<file path="src/sv/heartbeat_liveness_tracker_core_assert.svh">
// ----------------------------------------------------------------------------
// Heartbeat liveness tracker assertion macros
// Shorthand for clocked checks on aclk, disabled while aresetn is low.
// ----------------------------------------------------------------------------
`ifndef HEARTBEAT_LIVENESS_TRACKER_CORE_ASSERT_SVH
`define HEARTBEAT_LIVENESS_TRACKER_CORE_ASSERT_SVH

// antecedent implies consequent in the same cycle
`define HLT_ASSERT_SAME(label, ante, cons, msg) \
    label: assert property (@(posedge aclk) disable iff (!aresetn) (ante) |-> (cons)) \
        else $error(msg);

// antecedent implies consequent in the next cycle
`define HLT_ASSERT_NEXT(label, ante, cons, msg) \
    label: assert property (@(posedge aclk) disable iff (!aresetn) (ante) |=> (cons)) \
        else $error(msg);

`endif

</file>
<file path="src/sv/hblt_pkg.sv">
// ----------------------------------------------------------------------------
// hblt_pkg
// Shared codes, widths and inter-module types of the liveness tracker.
// ----------------------------------------------------------------------------
`default_nettype none

package hblt_pkg;

    localparam int MASK_W    = 32;
    localparam int TICK_W    = 16;
    localparam int STEP_W    = 4;   // counts TICK_W remainder steps
    localparam int THR_W     = 8;
    localparam int WORKER_W  = 5;
    localparam int CFG_IDX_W = 2;
    localparam int CFG_W     = 32;
    localparam int S_DATA_W  = 8;
    localparam int M_DATA_W  = 72;

    localparam logic [1:0] CMD_TICK  = 2'd0;
    localparam logic [1:0] CMD_PROBE = 2'd1;
    localparam logic [1:0] CMD_START = 2'd2;

    localparam logic [1:0] LV_UNKNOWN   = 2'd0;
    localparam logic [1:0] LV_ALIVE     = 2'd1;
    localparam logic [1:0] LV_SUSPECTED = 2'd2;
    localparam logic [1:0] LV_DEAD      = 2'd3;

    localparam logic [CFG_IDX_W-1:0] REG_SUSPECT_THR = 2'd0;
    localparam logic [CFG_IDX_W-1:0] REG_DEAD_THR    = 2'd1;
    localparam logic [CFG_IDX_W-1:0] REG_RECHECK     = 2'd2;
    localparam logic [CFG_IDX_W-1:0] REG_MONITORED   = 2'd3;

    typedef struct packed {
        logic              start;
        logic [TICK_W-1:0] dividend;
        logic [TICK_W-1:0] divisor;
    } hblt_mod_req_t;

    typedef struct packed {
        logic              busy;
        logic              done;
        logic [TICK_W-1:0] rem;
    } hblt_mod_rsp_t;

endpackage

`default_nettype wire

</file>
<file path="src/sv/hblt_ram.sv">
// ----------------------------------------------------------------------------
// hblt_ram
// Generic single-write, single-read RAM with registered read data.
// ----------------------------------------------------------------------------
`default_nettype none

module hblt_ram #(
    parameter int WIDTH = 8,
    parameter int DEPTH = 32,
    localparam int AW = (DEPTH > 1) ? $clog2(DEPTH) : 1
) (
    input  logic             aclk,
    input  logic             we,
    input  logic [AW-1:0]    waddr,
    input  logic [WIDTH-1:0] wdata,
    input  logic             re,
    input  logic [AW-1:0]    raddr,
    output logic [WIDTH-1:0] rdata
);

    logic [WIDTH-1:0] mem [DEPTH];
    logic [WIDTH-1:0] rdata_reg;

    always_ff @(posedge aclk) begin
        if (we) begin
            mem[waddr] <= wdata;
        end
        if (re) begin
            rdata_reg <= mem[raddr];
        end
    end

    assign rdata = rdata_reg;

endmodule

`default_nettype wire

</file>
<file path="src/sv/hblt_mod.sv">
// ----------------------------------------------------------------------------
// hblt_mod
// Bit-serial remainder unit: tick count modulo recheck interval,
// one dividend bit per cycle.
// ----------------------------------------------------------------------------
`default_nettype none

module hblt_mod (
    input  logic                   aclk,
    input  logic                   aresetn,
    input  hblt_pkg::hblt_mod_req_t req,
    output hblt_pkg::hblt_mod_rsp_t rsp
);

    localparam int TW = hblt_pkg::TICK_W;
    localparam int SW = hblt_pkg::STEP_W;

    logic          busy_reg, busy_next;
    logic [SW-1:0] step_reg, step_next;
    logic [TW-1:0] num_reg, num_next;
    logic [TW-1:0] den_reg, den_next;
    logic [TW-1:0] rem_reg, rem_next;
    logic [TW:0]   trial;
    logic [TW-1:0] rem_step;
    logic          last_step;

    always_comb begin
        trial = {rem_reg, num_reg[TW-1]};
        if (trial >= {1'b0, den_reg}) begin
            trial = trial - {1'b0, den_reg};
        end
        rem_step  = trial[TW-1:0];
        last_step = (step_reg == SW'(TW - 1));
    end

    always_comb begin
        busy_next = busy_reg;
        step_next = step_reg;
        num_next  = num_reg;
        den_next  = den_reg;
        rem_next  = rem_reg;
        if (req.start) begin
            busy_next = 1'b1;
            step_next = '0;
            num_next  = req.dividend;
            den_next  = req.divisor;
            rem_next  = '0;
        end else if (busy_reg) begin
            num_next  = num_reg << 1;
            rem_next  = rem_step;
            step_next = step_reg + SW'(1);
            if (last_step) begin
                busy_next = 1'b0;
            end
        end
    end

    always_ff @(posedge aclk) begin
        if (!aresetn) begin
            busy_reg <= 1'b0;
            step_reg <= '0;
        end else begin
            busy_reg <= busy_next;
            step_reg <= step_next;
        end
    end

    always_ff @(posedge aclk) begin
        num_reg <= num_next;
        den_reg <= den_next;
        rem_reg <= rem_next;
    end

    assign rsp.busy = busy_reg;
    assign rsp.done = busy_reg && last_step;
    assign rsp.rem  = rem_step;

endmodule

`default_nettype wire

</file>
<file path="src/sv/heartbeat_liveness_tracker_core.sv">
// ----------------------------------------------------------------------------
// heartbeat_liveness_tracker_core
// Per-worker liveness states and saturating miss counters; miss counters
// live in a RAM and are updated by read-modify-write on probe results.
// ----------------------------------------------------------------------------
//  channel | direction | beat content
//  s_      | in        | tuser: cmd; tdata: worker, probe_alive
//  m_      | out       | tuser: changed; tdata: worker, state, probe/dead masks
//  cfg_    | in        | cfg_index, cfg_data register write
//
//  Tick, start and unused commands: result registered at accept.
//  Probe result: miss RAM read, then update and write-back (ST_UPDATE).
//  Writing the recheck interval starts a remainder pass; input and
//  config stall until it finishes. No clearing pass after reset: counter
//  valid bits are cleared by reset itself. Input is taken when the output register
//  is empty or drains in the same cycle.
// ----------------------------------------------------------------------------
`default_nettype none

module heartbeat_liveness_tracker_core #(
    parameter int NUM_WORKERS = 32,
    parameter int MISS_BITS   = 8
) (
    input  logic                                aclk,
    input  logic                                aresetn,
    // s_tdata: worker[4:0], probe_alive[5], zero[7:6]
    input  logic [hblt_pkg::S_DATA_W-1:0]       s_tdata,
    // s_tuser: cmd[1:0]
    input  logic [1:0]                          s_tuser,
    input  logic                                s_tvalid,
    output logic                                s_tready,
    // m_tdata: changed_worker[4:0], state[6:5], probe_mask[38:7],
    //          dead_mask[70:39], zero[71]
    output logic [hblt_pkg::M_DATA_W-1:0]       m_tdata,
    // m_tuser: changed[0]
    output logic                                m_tuser,
    output logic                                m_tvalid,
    input  logic                                m_tready,
    input  logic                                cfg_valid,
    output logic                                cfg_ready,
    input  logic [hblt_pkg::CFG_IDX_W-1:0]      cfg_index,
    input  logic [hblt_pkg::CFG_W-1:0]          cfg_data
);

    localparam int AW = (NUM_WORKERS > 1) ? $clog2(NUM_WORKERS) : 1;
    localparam int CW = (MISS_BITS > hblt_pkg::THR_W) ? MISS_BITS : hblt_pkg::THR_W;
    localparam int MW = hblt_pkg::MASK_W;
    localparam int TW = hblt_pkg::TICK_W;
    localparam int WW = hblt_pkg::WORKER_W;
    localparam logic [WW+1:0] NW = (WW + 2)'(NUM_WORKERS);

    localparam logic ST_IDLE   = 1'b0;
    localparam logic ST_UPDATE = 1'b1;

    // configuration
    logic [hblt_pkg::THR_W-1:0] susp_thr_reg, dead_thr_reg;
    logic [TW-1:0]              interval_reg;
    logic [MW-1:0]              mon_mask_reg;

    // state
    logic                   state_reg, state_next;
    logic [TW-1:0]          tick_reg, tick_next;
    logic [TW-1:0]          phase_reg, phase_next;
    logic [NUM_WORKERS-1:0] alive_reg, alive_next;
    logic [NUM_WORKERS-1:0] susp_reg, susp_next;
    logic [NUM_WORKERS-1:0] dead_reg, dead_next;
    logic [NUM_WORKERS-1:0] cval_reg, cval_next;
    logic [NUM_WORKERS-1:0] mon_vec;
    logic [WW-1:0]          pw_reg, pw_next;
    logic                   pok_reg, pok_next;

    // output register
    logic                          m_tvalid_reg, m_tvalid_next;
    logic [hblt_pkg::M_DATA_W-1:0] m_tdata_reg, m_tdata_next;
    logic                          m_tuser_reg, m_tuser_next;

    // datapath
    logic [1:0]           in_cmd;
    logic [WW-1:0]        in_worker;
    logic                 in_ok;
    logic                 in_fire, out_fire, cfg_fire;
    logic                 recheck;
    logic [MW-1:0]        probe_mask, dead_out;
    logic                 pw_ok, apply;
    logic [AW-1:0]        pa;
    logic [1:0]           st_cur, target;
    logic [MISS_BITS-1:0] miss_old, miss_inc, miss_new;
    logic                 ram_we;
    logic [MISS_BITS-1:0] ram_rdata;
    logic [TW-1:0]        tick_inc;

    hblt_pkg::hblt_mod_req_t mod_req;
    hblt_pkg::hblt_mod_rsp_t mod_rsp;

    assign in_cmd    = s_tuser;
    assign in_worker = s_tdata[WW-1:0];
    assign in_ok     = s_tdata[WW];

    assign s_tready  = (state_reg == ST_IDLE) && !mod_rsp.busy && (!m_tvalid_reg || m_tready);
    assign cfg_ready = (state_reg == ST_IDLE) && !mod_rsp.busy;
    assign in_fire   = s_tvalid && s_tready;
    assign out_fire  = m_tvalid_reg && m_tready;
    assign cfg_fire  = cfg_valid && cfg_ready;

    assign m_tvalid = m_tvalid_reg;
    assign m_tdata  = m_tdata_reg;
    assign m_tuser  = m_tuser_reg;

    // remainder unit keeps phase_reg equal to tick count mod interval;
    // dividend is the count as it stands after this edge
    assign mod_req.start    = cfg_fire && (cfg_index == hblt_pkg::REG_RECHECK);
    assign mod_req.dividend = tick_next;
    assign mod_req.divisor  = cfg_data[TW-1:0];

    hblt_mod u_mod (
        .aclk    (aclk),
        .aresetn (aresetn),
        .req     (mod_req),
        .rsp     (mod_rsp)
    );

    hblt_ram #(
        .WIDTH (MISS_BITS),
        .DEPTH (NUM_WORKERS)
    ) u_miss_ram (
        .aclk  (aclk),
        .we    (ram_we),
        .waddr (pa),
        .wdata (miss_new),
        .re    (in_fire),
        .raddr (AW'(in_worker)),
        .rdata (ram_rdata)
    );

    // per-bit mask views, workers at or above NUM_WORKERS read as zero
    genvar g;
    for (g = 0; g < MW; g++) begin : g_mask
        if (g < NUM_WORKERS) begin : g_on
            assign probe_mask[g] = alive_reg[g] | susp_reg[g] | (dead_reg[g] & recheck);
            assign dead_out[g]   = dead_next[g];
        end else begin : g_off
            assign probe_mask[g] = 1'b0;
            assign dead_out[g]   = 1'b0;
        end
    end
    for (g = 0; g < NUM_WORKERS; g++) begin : g_mon
        if (g < MW) begin : g_on
            assign mon_vec[g] = mon_mask_reg[g];
        end else begin : g_off
            assign mon_vec[g] = 1'b0;
        end
    end

    // tick phase tracking
    always_comb begin
        tick_inc = tick_reg + TW'(1);
        if (tick_inc == '0) begin
            phase_next = '0;
        end else if ((phase_reg + TW'(1)) == interval_reg) begin
            phase_next = '0;
        end else begin
            phase_next = phase_reg + TW'(1);
        end
        recheck = (interval_reg != '0) && (phase_next == '0);
    end

    // probe result update, valid in ST_UPDATE
    always_comb begin
        pw_ok    = ({2'b00, pw_reg} < NW);
        pa       = AW'(pw_reg);
        st_cur   = {susp_reg[pa] | dead_reg[pa], alive_reg[pa] | dead_reg[pa]};
        miss_old = cval_reg[pa] ? ram_rdata : '0;
        miss_inc = (&miss_old) ? miss_old : miss_old + MISS_BITS'(1);
        miss_new = pok_reg ? '0 : miss_inc;
        if (pok_reg) begin
            target = hblt_pkg::LV_ALIVE;
        end else if (CW'(miss_inc) >= CW'(dead_thr_reg)) begin
            target = hblt_pkg::LV_DEAD;
        end else if (CW'(miss_inc) >= CW'(susp_thr_reg)) begin
            target = hblt_pkg::LV_SUSPECTED;
        end else begin
            target = st_cur;
        end
        apply  = (state_reg == ST_UPDATE) && pw_ok && (st_cur != hblt_pkg::LV_UNKNOWN);
        ram_we = apply;
    end

    always_comb begin
        state_next    = state_reg;
        tick_next     = tick_reg;
        alive_next    = alive_reg;
        susp_next     = susp_reg;
        dead_next     = dead_reg;
        cval_next     = cval_reg;
        pw_next       = pw_reg;
        pok_next      = pok_reg;
        m_tvalid_next = m_tvalid_reg;
        m_tuser_next  = m_tuser_reg;
        if (mod_rsp.done) begin
            tick_next = tick_reg;
        end
        if (out_fire) begin
            m_tvalid_next = 1'b0;
        end
        if (state_reg == ST_UPDATE) begin
            state_next    = ST_IDLE;
            m_tvalid_next = 1'b1;
            m_tuser_next  = 1'b0;
            if (apply) begin
                cval_next[pa] = 1'b1;
                if (target != st_cur) begin
                    alive_next[pa] = (target == hblt_pkg::LV_ALIVE);
                    susp_next[pa]  = (target == hblt_pkg::LV_SUSPECTED);
                    dead_next[pa]  = (target == hblt_pkg::LV_DEAD);
                    m_tuser_next   = 1'b1;
                end
            end
        end else if (in_fire) begin
            case (in_cmd)
                hblt_pkg::CMD_TICK: begin
                    tick_next = tick_inc;
                end
                hblt_pkg::CMD_PROBE: begin
                    state_next = ST_UPDATE;
                    pw_next    = in_worker;
                    pok_next   = in_ok;
                end
                hblt_pkg::CMD_START: begin
                    alive_next = mon_vec;
                    susp_next  = '0;
                    dead_next  = '0;
                    cval_next  = '0;
                    tick_next  = '0;
                end
                default: begin
                end
            endcase
            if (in_cmd != hblt_pkg::CMD_PROBE) begin
                m_tvalid_next = 1'b1;
                m_tuser_next  = 1'b0;
            end
        end
    end

    // result beat, dead mask taken after this step
    always_comb begin
        m_tdata_next = m_tdata_reg;
        if (state_reg == ST_UPDATE) begin
            m_tdata_next = {1'b0, dead_out, {MW{1'b0}},
                            m_tuser_next ? target : hblt_pkg::LV_UNKNOWN,
                            m_tuser_next ? pw_reg : {WW{1'b0}}};
        end else if (in_fire && in_cmd != hblt_pkg::CMD_PROBE) begin
            m_tdata_next = {1'b0, dead_out,
                            (in_cmd == hblt_pkg::CMD_TICK) ? probe_mask : {MW{1'b0}},
                            hblt_pkg::LV_UNKNOWN, {WW{1'b0}}};
        end
    end

    always_ff @(posedge aclk) begin
        if (!aresetn) begin
            state_reg    <= ST_IDLE;
            tick_reg     <= '0;
            phase_reg    <= '0;
            alive_reg    <= '0;
            susp_reg     <= '0;
            dead_reg     <= '0;
            cval_reg     <= '0;
            m_tvalid_reg <= 1'b0;
            susp_thr_reg <= 8'd2;
            dead_thr_reg <= 8'd3;
            interval_reg <= '0;
            mon_mask_reg <= '0;
        end else begin
            state_reg    <= state_next;
            tick_reg     <= tick_next;
            alive_reg    <= alive_next;
            susp_reg     <= susp_next;
            dead_reg     <= dead_next;
            cval_reg     <= cval_next;
            m_tvalid_reg <= m_tvalid_next;
            if (mod_rsp.done) begin
                phase_reg <= mod_rsp.rem;
            end else if (in_fire && in_cmd == hblt_pkg::CMD_TICK) begin
                phase_reg <= phase_next;
            end else if (in_fire && in_cmd == hblt_pkg::CMD_START) begin
                phase_reg <= '0;
            end
            if (cfg_fire) begin
                case (cfg_index)
                    hblt_pkg::REG_SUSPECT_THR: susp_thr_reg <= cfg_data[hblt_pkg::THR_W-1:0];
                    hblt_pkg::REG_DEAD_THR:    dead_thr_reg <= cfg_data[hblt_pkg::THR_W-1:0];
                    hblt_pkg::REG_RECHECK:     interval_reg <= cfg_data[TW-1:0];
                    hblt_pkg::REG_MONITORED:   mon_mask_reg <= cfg_data[MW-1:0];
                    default: begin
                    end
                endcase
            end
        end
    end

    always_ff @(posedge aclk) begin
        pw_reg      <= pw_next;
        pok_reg     <= pok_next;
        m_tdata_reg <= m_tdata_next;
        m_tuser_reg <= m_tuser_next;
    end

`include "heartbeat_liveness_tracker_core_assert.svh"

    `HLT_ASSERT_SAME(a_no_accept_while_mod, mod_rsp.busy, !s_tready && !cfg_ready, "item or config accepted during remainder pass")
    `HLT_ASSERT_SAME(a_states_exclusive, 1'b1, ((alive_reg & susp_reg) | (alive_reg & dead_reg) | (susp_reg & dead_reg)) == '0, "worker holds two liveness states")
    `HLT_ASSERT_NEXT(a_probe_to_update, in_fire && in_cmd == hblt_pkg::CMD_PROBE, state_reg == ST_UPDATE, "probe beat did not enter update")
    `HLT_ASSERT_SAME(a_update_slot_free, state_reg == ST_UPDATE, !m_tvalid_reg, "output register busy during update")

endmodule

`default_nettype wire
</file>
<file path="config.mk">
export PLATFORM = sky130hd
export DESIGN_NAME = heartbeat_liveness_tracker_core
export DESIGN_NICKNAME = d
export VERILOG_FILES = /design/src/sv/hblt_pkg.sv /design/src/sv/hblt_ram.sv /design/src/sv/hblt_mod.sv /design/src/sv/heartbeat_liveness_tracker_core.sv
export VERILOG_INCLUDE_DIRS = /design/src /design/src/sv
export SDC_FILE = /design/constraint.sdc
export NUM_CORES = 1
export LEC_CHECK = 0
export ABC_CLOCK_PERIOD_IN_PS = 6400
export BUFFER_PORTS_ARGS = -buffer_cell sky130_fd_sc_hd__buf_2
export CORE_ASPECT_RATIO = 0.9
export CORE_MARGIN = 3
export CORE_UTILIZATION = 40
export DETAILED_ROUTE_END_ITERATION = 16
export GPL_ROUTABILITY_DRIVEN = 1
export PLACE_DENSITY = 0.64
export SLEW_MARGIN = 25
export SYNTH_ARGS = -nofsm -noshare
export SYNTH_HDL_FRONTEND = slang
export SYNTH_SLANG_ARGS = --single-unit
</file>
<file path="constraint.sdc">
create_clock -name aclk -period 6.4 [get_ports aclk]
set_input_delay 1.28 -clock aclk [delete_from_list [all_inputs] [get_ports aclk]]
set_output_delay 1.28 -clock aclk [all_outputs]
set_load 0.1 [all_outputs]
</file>
---- Word-level counts from Yosys, hierarchy flattened ----
Memory sizes are Yosys's and may differ from the RTL's. A register that Yosys moved wholly into a read port is not among the register bits.
Index checks and enable logic that the tools add are counted.
cells by class
  multiplexer cells ....................... 67
  eq/ne operators ......................... 14
  reductions and logical operators ........ 37
  divide/modulo/power cells ............... 0
  multipliers ............................. 0
  $add $sub $neg .......................... 5
  $lt $le $gt $ge ......................... 5
  bitwise gates (word level) .............. 102
  shifts and indexed selects .............. 0
operator list
  kind                     number
  $mux W32                 18
  $mux W16                 10
  $mux W71                 2
  $bwmux W32               3
  $or A1 B1 Y1             66
  $add A16 B1 Y16 const B  2
  $and A1 B1 Y1            32
  $logic_not A16 Y1        2
  $or A32 B32 Y32          1
  $pmux W16 S2             1
  $mux W8                  3
  $bmux W1 S5              4
  $mux W1                  20
  $ge A17 B16 Y1           1
  $eq A16 B16 Y1           1
  $ge A8 B8 Y1             2
  $reduce_bool A16 Y1      1
  $sub A16 B16 Y16         1
  $logic_and A1 B1 Y1      13
  $eq A2 B2 Y1 const B     5
  $reduce_bool A2 Y1       5
  $add A8 B1 Y8 const B    1
  $mux W2                  4
  $reduce_and A2 Y1        4
  other kinds (19)         28
word-level totals
  RAM bits ................................ 256
  logic and storage cells ................. 253
  memories ................................ 1
  memory bits (read-only) ................. 0
  latch bits .............................. 0
  register bits ........................... 357
memories
  memory          words  bits a word  read ports  clocked after memory_dff  write ports  line            source
  u_miss_ram.mem  32     8            1           1                         1            hblt_ram.sv:21  logic [WIDTH-1:0] mem [DEPTH];

---- Depth between registers and ports, before layout ----
Gate-level depths: netlist (run 1).
  depth after elaboration ................. 16
  mapped depth ............................ 27
  depth with buffers taken out ............ 23

---- Modules after synthesis ----
From an unflattened synthesis (run 1), not the netlist that was laid out.
second synthesis, totals
  cells, all modules ...................... 2515
  area, all modules ....................... 29274.3 um^2
by module, submodules not included
  module                           sequential area each (um^2)  instances  area an instance (um^2)  cells each
  heartbeat_liveness_tracker_core  6536.3                       1          15849.0                  1776
  hblt_ram                         7927.6                       1          10133.5                  417
  hblt_mod                         1381.3                       1          3291.9                   322

---- Least setup slack after synthesis (run 1) ----
Ideal clock, no wire load.
  kind .................................... reg2reg
  start ................................... reg pw_reg[2] (netlist: pa[2])
  end ..................................... reg m_tdata_reg, in the netlist m_tdata[50], data pin
  arrival ................................. 5.142 ns
  path slack .............................. 1.001 ns
  buffers on the path ..................... 5
  clock period less this slack ............ 5.399 ns
  stages on the path, launching flop included .. 25
  data required time ...................... 6.143 ns
  cells stage by stage .................... edfxtp_1 -> clkbuf_1 -> clkbuf_1 -> nor3_1 -> a22oi_1 -> and4_1 -> clkbuf_1 -> nor2b_1 -> ha_1 -> and3_1 -> and3_1 -> nand3_1 -> nor2_1 -> mux2_2 -> ha_1 -> a31oi_1 -> o21ai_0 -> o22ai_1 -> or3_1 -> a211o_1 -> a21oi_2 -> buf_4 -> buf_4 -> nand2_1 -> a32o_1
between the ends
  longest elaborated chain between the ends .. 16
RTL lines
  element                                             line                                    source
  start, declared                                     heartbeat_liveness_tracker_core.sv:69   logic [WW-1:0] pw_reg, pw_next;
  start signal, assigned                              heartbeat_liveness_tracker_core.sv:302  pw_reg <= pw_next;
  $bmux W1 S5                                         heartbeat_liveness_tracker_core.sv:172  miss_old = cval_reg[pa] ? ram_rdata : '0;
  $mux W1 (implied by the code)                       heartbeat_liveness_tracker_core.sv:172
  $mux W8                                             heartbeat_liveness_tracker_core.sv:172
  $add A8 B1 Y8 or $reduce_and A8 Y1 (tied branches)  heartbeat_liveness_tracker_core.sv:173  miss_inc = (&miss_old) ? miss_old : miss_old + MISS_BITS'(1);
  $mux W8                                             heartbeat_liveness_tracker_core.sv:173
  $ge A8 B8 Y1                                        heartbeat_liveness_tracker_core.sv:179  end else if (CW'(miss_inc) >= CW'(susp_thr_reg)) begin
  $mux W2                                             heartbeat_liveness_tracker_core.sv:179
  $mux W2                                             heartbeat_liveness_tracker_core.sv:177  end else if (CW'(miss_inc) >= CW'(dead_thr_reg)) begin
  $mux W2                                             heartbeat_liveness_tracker_core.sv:175  if (pok_reg) begin
  $eq A2 B2 Y1                                        heartbeat_liveness_tracker_core.sv:214  dead_next[pa] = (target == hblt_pkg::LV_DEAD);
  $bwmux W32                                          heartbeat_liveness_tracker_core.sv:214
  $mux W32                                            heartbeat_liveness_tracker_core.sv:211  if (target != st_cur) begin
  $mux W32 (*)                                        heartbeat_liveness_tracker_core.sv:209  if (apply) begin
  $mux W32 (*)                                        heartbeat_liveness_tracker_core.sv:205  if (state_reg == ST_UPDATE) begin
  $mux W71                                            heartbeat_liveness_tracker_core.sv:252  end else if (in_fire && in_cmd != hblt_pkg::CMD_PROBE) begin
  $mux W71 (*)                                        heartbeat_liveness_tracker_core.sv:248  if (state_reg == ST_UPDATE) begin
  net m_tdata_next (one bit)                          heartbeat_liveness_tracker_core.sv:74   logic [hblt_pkg::M_DATA_W-1:0] m_tdata_reg, m_tdata_next;
  end signal, assigned                                heartbeat_liveness_tracker_core.sv:304  m_tdata_reg <= m_tdata_next;
  end, declared                                       heartbeat_liveness_tracker_core.sv:74
Mark *: on every way through the listed nets, which the timed path passes. The rest lies on a longest branch. The select of a mux whose other input is x is not followed.
A chain may end at the register's enable or synchronous reset.

---- Worst setup path in the final report (run 1) ----
  start ................................... reg pw_reg[4] (netlist: pa[4])
  end ..................................... reg m_tdata_reg, in the netlist m_tdata[55], data pin
The elaborated chain is that of the path after synthesis.

==> flow_metrics.py, run 1 <==
metrics = {
    "status": {
        "outcome": "finished clean",
    },
    "placement": {
        "place_congestion": 0.895,
        "hpwl_um": 53500,
        "dp_worst_setup_slack_ns": 0.118,
        "port_buffers": 121,
    },
    "timing": {
        "whs_ns": 0.444,
        "period_share": 0.932,
        "fin_setup_tns_ns": 0,
        "hold_viol": 0,
        "slew_headroom": 0.289,
        "finalSetupViolCount": 0,
        "skew_ns": 0.0208,
        "fmax_ghz": 0.168,
        "worst_pin_slew_ns": 1.06,
        "finalWorstSetupSlack_ns": 0.436,
        "min_period_ns": 5.96,
        "drv_slew": 0,
        "rsz0062_at_grt": "false",
    },
    "synth": {
        "syn_inst": 2409,
        "synth-main-ff-cell": "edfxtp_1",
        "yosys_register_bits": 621,
        "synth_edf_count": 341,
        "synth_most_common_cell": "edfxtp_1",
        "syn-num-nets": 2495,
        "ys_seq_area_frac": 0.568,
        "ys_types": 77,
        "synth_top_area_share": 0.367,
        "yosysWarnings": 0,
        "synth.cell_area_um2": 27900,
        "synthTopCellsByArea": "edfxtp_1 37%, dfxtp_1 20%, mux4_2 7.3%, nand2_1 4.4%, mux2i_1 3.4%",
        "synth_area_leader_cell": "edfxtp_1",
        "synthArstFlopShare": 0,
        "synth_common_cells": "341 x edfxtp_1, 330 x nand2_1, 280 x dfxtp_1",
        "syn_area_per_cell_um2": 11.6,
    },
    "die": {
        "ios": 125,
        "die_area_um2": 73000,
        "start_util": 0.406,
        "coreArea_um2": 68800,
        "rows": 91,
        "dieHeight_um": 257,
        "die_width_um": 284,
    },
    "worst_hold_path": {
        "min_path_type": "reg -> reg",
    },
    "setup_path": {
        "cp_num_buf_inv": 2,
        "setup.worst_path.end_class": "register",
        "cp_slowest_cell": "edfxtp_1",
        "crit_type": "reg -> reg",
        "worst_setup_path_start_kind": "register",
        "critPathMaxFanout": 41,
        "arrival_ns": 6.31,
        "cp.required_ns": 6.75,
        "critical_path.max_stage_delay_ns": 0.51,
        "cp_top_family": "simple AND/OR/NAND/NOR gates",
        "path_cells": "buf_4, nand2b_1, nor2_1, a22oi_1, and4_1, nor2b_1, ha_1, and3_1, and3_1, nand3_1, nor2_1, mux2_2, ha_1, a31oi_1, o21ai_0, o22ai_2, or3_1, a211o_1, a21oi_4, buf_12, nand2_1, a32o_1",
    },
    "cells_and_area": {
        "multi_input_area_um2": 11300,
        "fin_nets": 2590,
        "regArea_um2": 15800,
        "largest_reg_flops": 256,
        "fillers": 6251,
        "drive_gt1_frac": 0.174,
        "synthToLayoutAreaGrowth_pct": 14.5,
    },
    "grt": {
        "antenna_found_initial": 5,
        "gr-usage-all-layers": 0.205,
        "grt_first_pass_wirelength_um": 117000,
        "grt-ovfl-total": 0,
        "grt_pass1_vias": 19445,
        "grt_start_max_net_pins": 73,
    },
    "power": {
        "power_density_nw_per_um2": 288,
        "vdd_ir_drop_max_mv": 0.149,
        "p_leak_nw": 10.6,
    },
    "route": {
        "ant_nets": 0,
        "drc_errors": 0,
        "wirelength_um": 76300,
        "vias_per_cell": 5.78,
        "vias": 20167,
        "drtPass1Iterations": 7,
        "drt_first_iter_violations": 1855,
        "wire_per_inst_um": 21.9,
    },
    "clock_network": {
        "cts_hold_buf": 0,
        "clock_path_buffers": 3,
        "cts_root_buf": "clkbuf_16",
        "insertion_delay_ns": 0.61,
        "cts_buffers": 67,
        "cts_tree": "done",
        "cts-htree-levels": 3,
        "clk_pin_slew_ns": 0.06,
        "numClockSinks": 621,
    },
    "run": {
        "maxCapViolations": 0,
    },
}
[repair_timing]
action	4_1_cts	5_1_grt
setup endpoints to repair	0	132
resized for setup	0	2
buffers inserted	0	5
[final cells by class]
type,count,share of cell area
flip-flops and latches,621,0.496
multi-input cells,1571,0.354
repair buffers,193,0.0383
clock inverters,30,0.00932
well taps,930,0.0364
inverters,50,0.00587
diodes,4,0.000313
clock buffers,93,0.0597
[placed cells by master, fill, tap and decap left out, types with 19 or more instances in the layout]
cell and count:
and2_1 19, a22o_1 27, inv_1 48, nor3_1 36, buf_2 120, o211ai_1 43
o21a_1 45, a32o_1 67, mux4_2 91, edfxtp_1 341, a21oi_1 167, dfxtp_1 279
buf_4 66, nand2_1 330, xnor2_1 22, o22ai_1 20, nand3_1 29, mux2i_1 95
o21ai_0 54, ha_1 36, clkbuf_16 69, a221o_1 32, nand4_1 19, xor2_1 22
nor2_1 192
[stage by stage]
stage          power, mW  instances   util  cell area (um2)
6_report            9.21       3492  0.465            32000
2_1_floorplan       5.16       2409      -            27900
5_1_grt             9.54       3488  0.465            31900
3_5_place_dp        5.42       3359  0.431            29600
3_3_place_gp        5.40       3358  0.431            29600
4_1_cts             9.27       3482  0.463            31800
[logic make-up after synthesis]
| family | share of synthesized area |
|---|---|
| mux | 0.113 |
| buf+inv | 0.0310 |
| other cells | 0.000134 |
| simple gates | 0.119 |
| flops | 0.568 |
| xor+xnor | 0.0146 |
| fa+ha+maj | 0.0169 |
| compound gates | 0.138 |
[metal layers]
metal	GRT usage	routed length (um)
met2	0.319	34900
met3	0.0315	5010
met1	0.292	34100
met4	0.0716	2320
met5	0	13
[power by group]
part / switching (mW) / internal (mW) / leakage, nW
logic: 0.671 / 0.331 / 4.58
registers: 0.0720 / 4.28 / 4.96
clock network: 1.59 / 2.27 / 1.10
total: 2.33 / 6.87 / 10.6
[final timing paths]
check                from           to  slack [ns]  cells after the start
hold reg to reg   m_tuser      m_tuser        0.44                      1
setup reg to reg    pa[4]  m_tdata[55]        0.44                     22
setup / recovery    pa[4]  m_tdata[55]        0.44                     22
hold / removal    m_tuser      m_tuser        0.44                      1
Note: power is estimated with default switching activity, not from simulation.
==> inputs of run 2 (changes only) <==
--- a/config.mk
+++ b/config.mk
@@ -6,7 +6,7 @@
 export SDC_FILE = /design/constraint.sdc
 export NUM_CORES = 1
 export LEC_CHECK = 0
-export ABC_CLOCK_PERIOD_IN_PS = 6400
+export ABC_CLOCK_PERIOD_IN_PS = 6000
 export BUFFER_PORTS_ARGS = -buffer_cell sky130_fd_sc_hd__buf_2
 export CORE_ASPECT_RATIO = 0.9
 export CORE_MARGIN = 3
==> constraint.sdc (replaced) <==
create_clock -name aclk -period 6 [get_ports aclk]
set_input_delay 1.2 -clock aclk [delete_from_list [all_inputs] [get_ports aclk]]
set_output_delay 1.2 -clock aclk [all_outputs]
set_load 0.01 [all_outputs]
==> run 2 against run 1 <==
First-iteration DRC count rose by 16%. Combinational power decreased by 8%. Sequential cell count is the same. Via count down 0.10%. Total power increased by 6.1%. Worst hold slack barely moved. Clock skew grew 0.0011 ns. Setup slack worse by 0.16 ns. Design area about the same. Die area did not move. Largest cell class unchanged.
==> flow_metrics.py, run 2 (synthesis results as in run 1) <==
metrics = {
    "status": {
        "outcome": "finished clean",
    },
    "power": {
        "p_leak_nw": 10.6,
        "power_density_nw_per_um2": 305,
        "vdd_ir_drop_max_mv": 0.181,
    },
    "worst_hold_path": {
        "hold_path_end": "m_tuser",
        "min_path_type": "reg -> reg",
        "worstHoldStart": "m_tuser",
        "hold_depth": 1,
    },
    "run": {
        "maxCapViolations": 0,
    },
    "setup_path": {
        "arrival_ns": 6.07,
        "setup.worst_path.end_class": "register",
        "critPathMaxFanout": 29,
        "reg2reg_to": "m_tdata[48]",
        "rrSetupSlack_ns": 0.28,
        "reg2reg_from": "pa[0]",
        "crit_type": "reg -> reg",
        "reg2reg_depth": 22,
        "cp.required_ns": 6.35,
        "worst_setup_path_start_kind": "register",
    },
    "clock_network": {
        "cts_buffers": 67,
        "clk_pin_slew_ns": 0.06,
        "cts-htree-levels": 3,
        "clock_path_buffers": 3,
        "insertion_delay_ns": 0.61,
        "numClockSinks": 621,
        "cts_tree": "done",
        "cts_root_buf": "clkbuf_16",
    },
    "grt": {
        "grt_first_pass_wirelength_um": 117000,
        "antenna_found_initial": 4,
        "grt_pass1_vias": 19449,
        "gr-usage-all-layers": 0.204,
        "grt_start_max_net_pins": 73,
        "grt-ovfl-total": 0,
    },
    "timing": {
        "min_period_ns": 5.72,
        "hold_viol": 0,
        "fin_setup_tns_ns": 0,
        "finalSetupViolCount": 0,
        "skew_ns": 0.0219,
        "period_share": 0.953,
        "fmax_ghz": 0.175,
        "rsz0062_at_grt": "false",
        "slew_headroom": 0.269,
        "worst_pin_slew_ns": 1.09,
        "drv_slew": 0,
    },
    "die": {
        "rows": 91,
        "coreArea_um2": 68800,
        "die_width_um": 284,
        "dieHeight_um": 257,
        "die_area_um2": 73000,
        "start_util": 0.406,
        "ios": 125,
    },
    "placement": {
        "port_buffers": 121,
        "hpwl_um": 53100,
        "place_congestion": 0.897,
    },
    "route": {
        "drt_first_iter_violations": 2154,
        "vias": 20146,
        "drtPass1Iterations": 7,
        "drc_errors": 0,
        "vias_per_cell": 5.78,
        "wire_per_inst_um": 21.8,
        "wirelength_um": 75900,
        "ant_nets": 0,
    },
    "cells_and_area": {
        "fin_nets": 2586,
        "synthToLayoutAreaGrowth_pct": 14.5,
        "final_cell_mix": "341 x edfxtp_1, 330 x nand2_1, 279 x dfxtp_1",
        "fin_util": 0.465,
        "largest_reg_flops": 256,
        "final_common_cell": "edfxtp_1",
        "drive_gt1_frac": 0.170,
    },
}
[run 2: cell types whose count changed in the layout (fill, tap and decap cells not counted), sizes merged, moves of 2 or more]
cell      previous run  this run
clkbuf              93        97
clkinvlp             1         4
clkinv              20        16
bufinv               4         6
inv                 55        51
buf                193       188
[run 2: metal layers]
metal / global-route usage / wire [um]
met1: 0.292 / 34200
met2: 0.315 / 34100
met3: 0.0395 / 5420
met4: 0.0593 / 2170
met5: 0 / 13
[run 2: cell type report]
class | instances | area [um2]
clock inverters | 27 | 325
repair buffers | 189 | 1200
clock buffers | 96 | 1920
inverters | 50 | 188
well taps | 930 | 1160
diodes | 3 | 7.51
flip-flops and latches | 621 | 15800
multi-input cells | 1571 | 11300
fillers | 6190 | 36800
[run 2: timing repair]
action,CTS,global route
hold buffers,0,0
setup buffers,0,2
gates resized for setup,0,6
endpoints found under the setup margin,0,117
[run 2: per-stage QoR]
step | power, mW | instances | hold slack [ns] | setup WS, ns | area (um2)
finish | 9.77 | 3487 | 0.444 | 0.280 | 32000
global route | 10.1 | 3485 | 0.465 | 0.0245 | 32000
floorplan | 5.36 | 2409 | 0.431 | 0.601 | 27900
detailed placement | 5.64 | 3358 | 0.435 | 0.102 | 29600
CTS | 9.83 | 3481 | 0.449 | 0.0797 | 31900
global placement | 5.62 | 3358 | 0.430 | 0.163 | 29600
[run 2: worst max-delay path: stages, from the launching register on]
cell and delay [ns]:
edfxtp_1 0.39, buf_12 0.21, mux4_2 0.55, a22oi_1 0.18
and4_2 0.35, nor2b_1 0.07, ha_1 0.23, and3_1 0.21
and3_1 0.23, nand3_2 0.14, xor2_1 0.20, nor2_2 0.09
ha_1 0.27, nand2b_1 0.09, a31oi_1 0.10, o21ai_1 0.20
o22ai_2 0.16, or3_1 0.42, a211o_1 0.40, a21oi_4 0.30
buf_12 0.22, nand2_1 0.11, a32o_1 0.30
[run 2: power by group]
group	switching, mW	internal, mW
sequential	0.0746	4.56
clock	1.71	2.50
combinational	0.572	0.351
[run 2: how the worst max path moves through the flow]
stage	startpoint	to	slack, ns	depth (start not counted)
floorplan	pa[2]	m_tdata[50]	0.60	24
global placement	pa[1]	m_tdata[62]	0.16	22
detailed placement	pa[0]	m_tdata[48]	0.10	22
CTS	pa[0]	m_tdata[48]	0.08	22
global route	pa[0]	m_tdata[59]	0.02	22
finish	pa[0]	m_tdata[48]	0.28	22
==> inputs of run 3 (changes only) <==
--- a/config.mk
+++ b/config.mk
@@ -7,13 +7,14 @@
 export NUM_CORES = 1
 export LEC_CHECK = 0
 export ABC_CLOCK_PERIOD_IN_PS = 6000
-export BUFFER_PORTS_ARGS = -buffer_cell sky130_fd_sc_hd__buf_2
+export BUFFER_PORTS_ARGS = -buffer_cell sky130_fd_sc_hd__buf_4
 export CORE_ASPECT_RATIO = 0.9
 export CORE_MARGIN = 3
 export CORE_UTILIZATION = 40
 export DETAILED_ROUTE_END_ITERATION = 16
 export GPL_ROUTABILITY_DRIVEN = 1
 export PLACE_DENSITY = 0.64
+export REMOVE_ABC_BUFFERS = 1
 export SLEW_MARGIN = 25
 export SYNTH_ARGS = -nofsm -noshare
 export SYNTH_HDL_FRONTEND = slang
==> run 3 against run 2 <==
Clock skew rose by 0.015 ns. Clock power fell by 4%. Critical path depth rose by 1. Total power fell by 1.2%. Global-route usage rose by 0.56 points. Sequential cell count did not move. Utilization rose by 0.36 points. Non-clock buffer count rose by 5. Via count fell by 0.21%. Fmax rose by 0.77%. Largest cell class unchanged. Largest power group unchanged.
==> flow_metrics.py, run 3 (synthesis results as in run 1) <==
metrics = {
    "clock_network": {
        "clock_path_buffers": 3,
        "numClockSinks": 621,
        "cts_buffers": 67,
        "cts_hold_buf": 0,
        "cts-htree-levels": 3,
        "insertion_delay_ns": 0.61,
        "clk_pin_slew_ns": 0.06,
        "cts_tree": "done",
        "cts_root_buf": "clkbuf_16",
    },
    "die": {
        "rows": 91,
        "start_util": 0.406,
        "die_area_um2": 73000,
        "ios": 125,
        "die_width_um": 284,
        "coreArea_um2": 68800,
        "dieHeight_um": 257,
    },
    "cells_and_area": {
        "drive_gt1_frac": 0.172,
        "synthToLayoutAreaGrowth_pct": 15.4,
        "stdcell_count": 3486,
        "fillers": 6207,
        "final_common_cell": "edfxtp_1",
        "largest_reg_flops": 256,
        "fin_util": 0.469,
        "antennaDiodeCount": 0,
        "fin_nets": 2591,
        "final_cell_mix": "341 x edfxtp_1, 329 x nand2_1, 279 x dfxtp_1",
    },
    "power": {
        "vdd_ir_drop_max_mv": 0.184,
        "p_sw_mw": 2.37,
        "clkPwrFrac": 0.419,
        "p_leak_nw": 10.7,
        "pwr-share-seq": 0.480,
        "combPwrFrac": 0.101,
        "internal_power_mw": 7.29,
        "power_density_nw_per_um2": 300,
        "p_sw_frac": 0.245,
    },
    "timing": {
        "rsz0062_at_grt": "false",
        "finalSetupViolCount": 0,
        "slew_headroom": 0.315,
        "period_share": 0.946,
        "drv_slew": 0,
        "min_period_ns": 5.68,
        "hold_viol": 0,
        "worst_pin_slew_ns": 1.02,
        "fmax_ghz": 0.176,
        "skew_ns": 0.0367,
        "finalWorstSetupSlack_ns": 0.324,
    },
    "placement": {
        "dp.cells": 3357,
        "place_congestion": 0.913,
        "port_buffers": 121,
        "dp_worst_setup_slack_ns": 0.0912,
        "hpwl_um": 53200,
    },
    "worst_hold_path": {
        "min_path_type": "reg -> reg",
    },
    "setup_path": {
        "path_cells": "buf_12, mux4_2, a22oi_1, and4_4, nor2b_1, ha_1, and3_1, and3_1, nand3_2, nand3_1, o21ai_0, nor2_1, ha_1, and2_1, o21ai_0, o21ai_1, o22ai_2, or3_1, a211o_1, a21oi_4, buf_12, nand2_1, a32o_1",
        "critical_path.max_stage_delay_ns": 0.56,
        "cp_slowest_cell": "mux4_2",
        "cp_top_family": "simple AND/OR/NAND/NOR gates",
        "setup.worst_path.end_class": "register",
        "arrival_ns": 6.03,
        "worst_setup_path_start_kind": "register",
        "cp.required_ns": 6.36,
        "cp_num_buf_inv": 2,
        "critPathMaxFanout": 32,
        "crit_type": "reg -> reg",
    },
    "grt": {
        "grt-ovfl-total": 0,
        "gr-usage-all-layers": 0.209,
        "antenna_found_initial": 1,
        "grt_first_pass_wirelength_um": 119000,
        "grt_pass1_vias": 19628,
        "grt_start_max_net_pins": 73,
    },
    "route": {
        "wirelength_um": 77400,
        "ant_nets": 0,
        "drt_first_iter_violations": 1873,
        "wire_per_inst_um": 22.2,
        "drtPass1Iterations": 6,
        "vias": 20103,
        "vias_per_cell": 5.77,
        "drc_errors": 0,
    },
    "run": {
        "maxCapViolations": 0,
    },
    "status": {
        "outcome": "finished clean",
    },
}
==> run 3: changes by cell type in the layout (fill, tap and decap cells not counted), sizes merged <==
cell	previous run	this run
buf	188	194
bufinv	6	5
clkbuf	97	85
clkinv	16	25
clkinvlp	4	2
diode	3	0
inv	51	53
==> run 3: repair_timing <==
| item | 4_1_cts | 5_1_grt |
|---|---|---|
| endpoints found under the setup margin | 0 | 133 |
| resized for setup | 0 | 8 |
| setup buffers | 0 | 8 |
==> run 3: area by class of cell <==
cell class / count / area, um2 / share of cell area
flip-flops and latches: 621 / 15800 / 0.492
multi-input cells: 1571 / 11300 / 0.352
clock buffers: 85 / 1800 / 0.0558
repair buffers: 194 / 1550 / 0.0480
well taps: 930 / 1160 / 0.0361
clock inverters: 35 / 338 / 0.0105
inverters: 50 / 188 / 0.00582
==> run 3: final timing paths <==
check,start,end,slack (ns),cells after the start
max,pa[0],m_tdata[54],0.32,23
min,m_tuser,m_tuser,0.45,1
max reg2reg,pa[0],m_tdata[54],0.32,23
min reg2reg,m_tuser,m_tuser,0.45,1
==> run 3: layer usage <==
metal  part of all wire  vias to the layer above  track usage
met5            0.00026                        -            0
met4              0.033                        2       0.0713
met3              0.065                      155       0.0367
met2               0.46                      761        0.326
met1               0.45                     9921        0.296
li1                   -                     9264            -
==> run 3: power by group through the flow <==
stage	combinational, mW	sequential, mW	clock [mW]
global route	1.07	4.65	4.28
CTS	0.959	4.64	4.11
detailed placement	0.955	4.73	0
global placement	0.937	4.72	0
finish	0.971	4.64	4.04
floorplan	0.593	4.72	0
==> run 3: metrics by stage <==
step / cell area [um2] / setup TNS (ns) / hold WS (ns) / power [mW]
global placement: 30000 / 0 / 0.444 / 5.66
finish: 32200 / 0 / 0.452 / 9.65
CTS: 32100 / 0 / 0.456 / 9.71
floorplan: 27200 / -238.63 / 0.431 / 5.31
global route: 32200 / 0 / 0.486 / 9.99
detailed placement: 30000 / 0 / 0.445 / 5.68
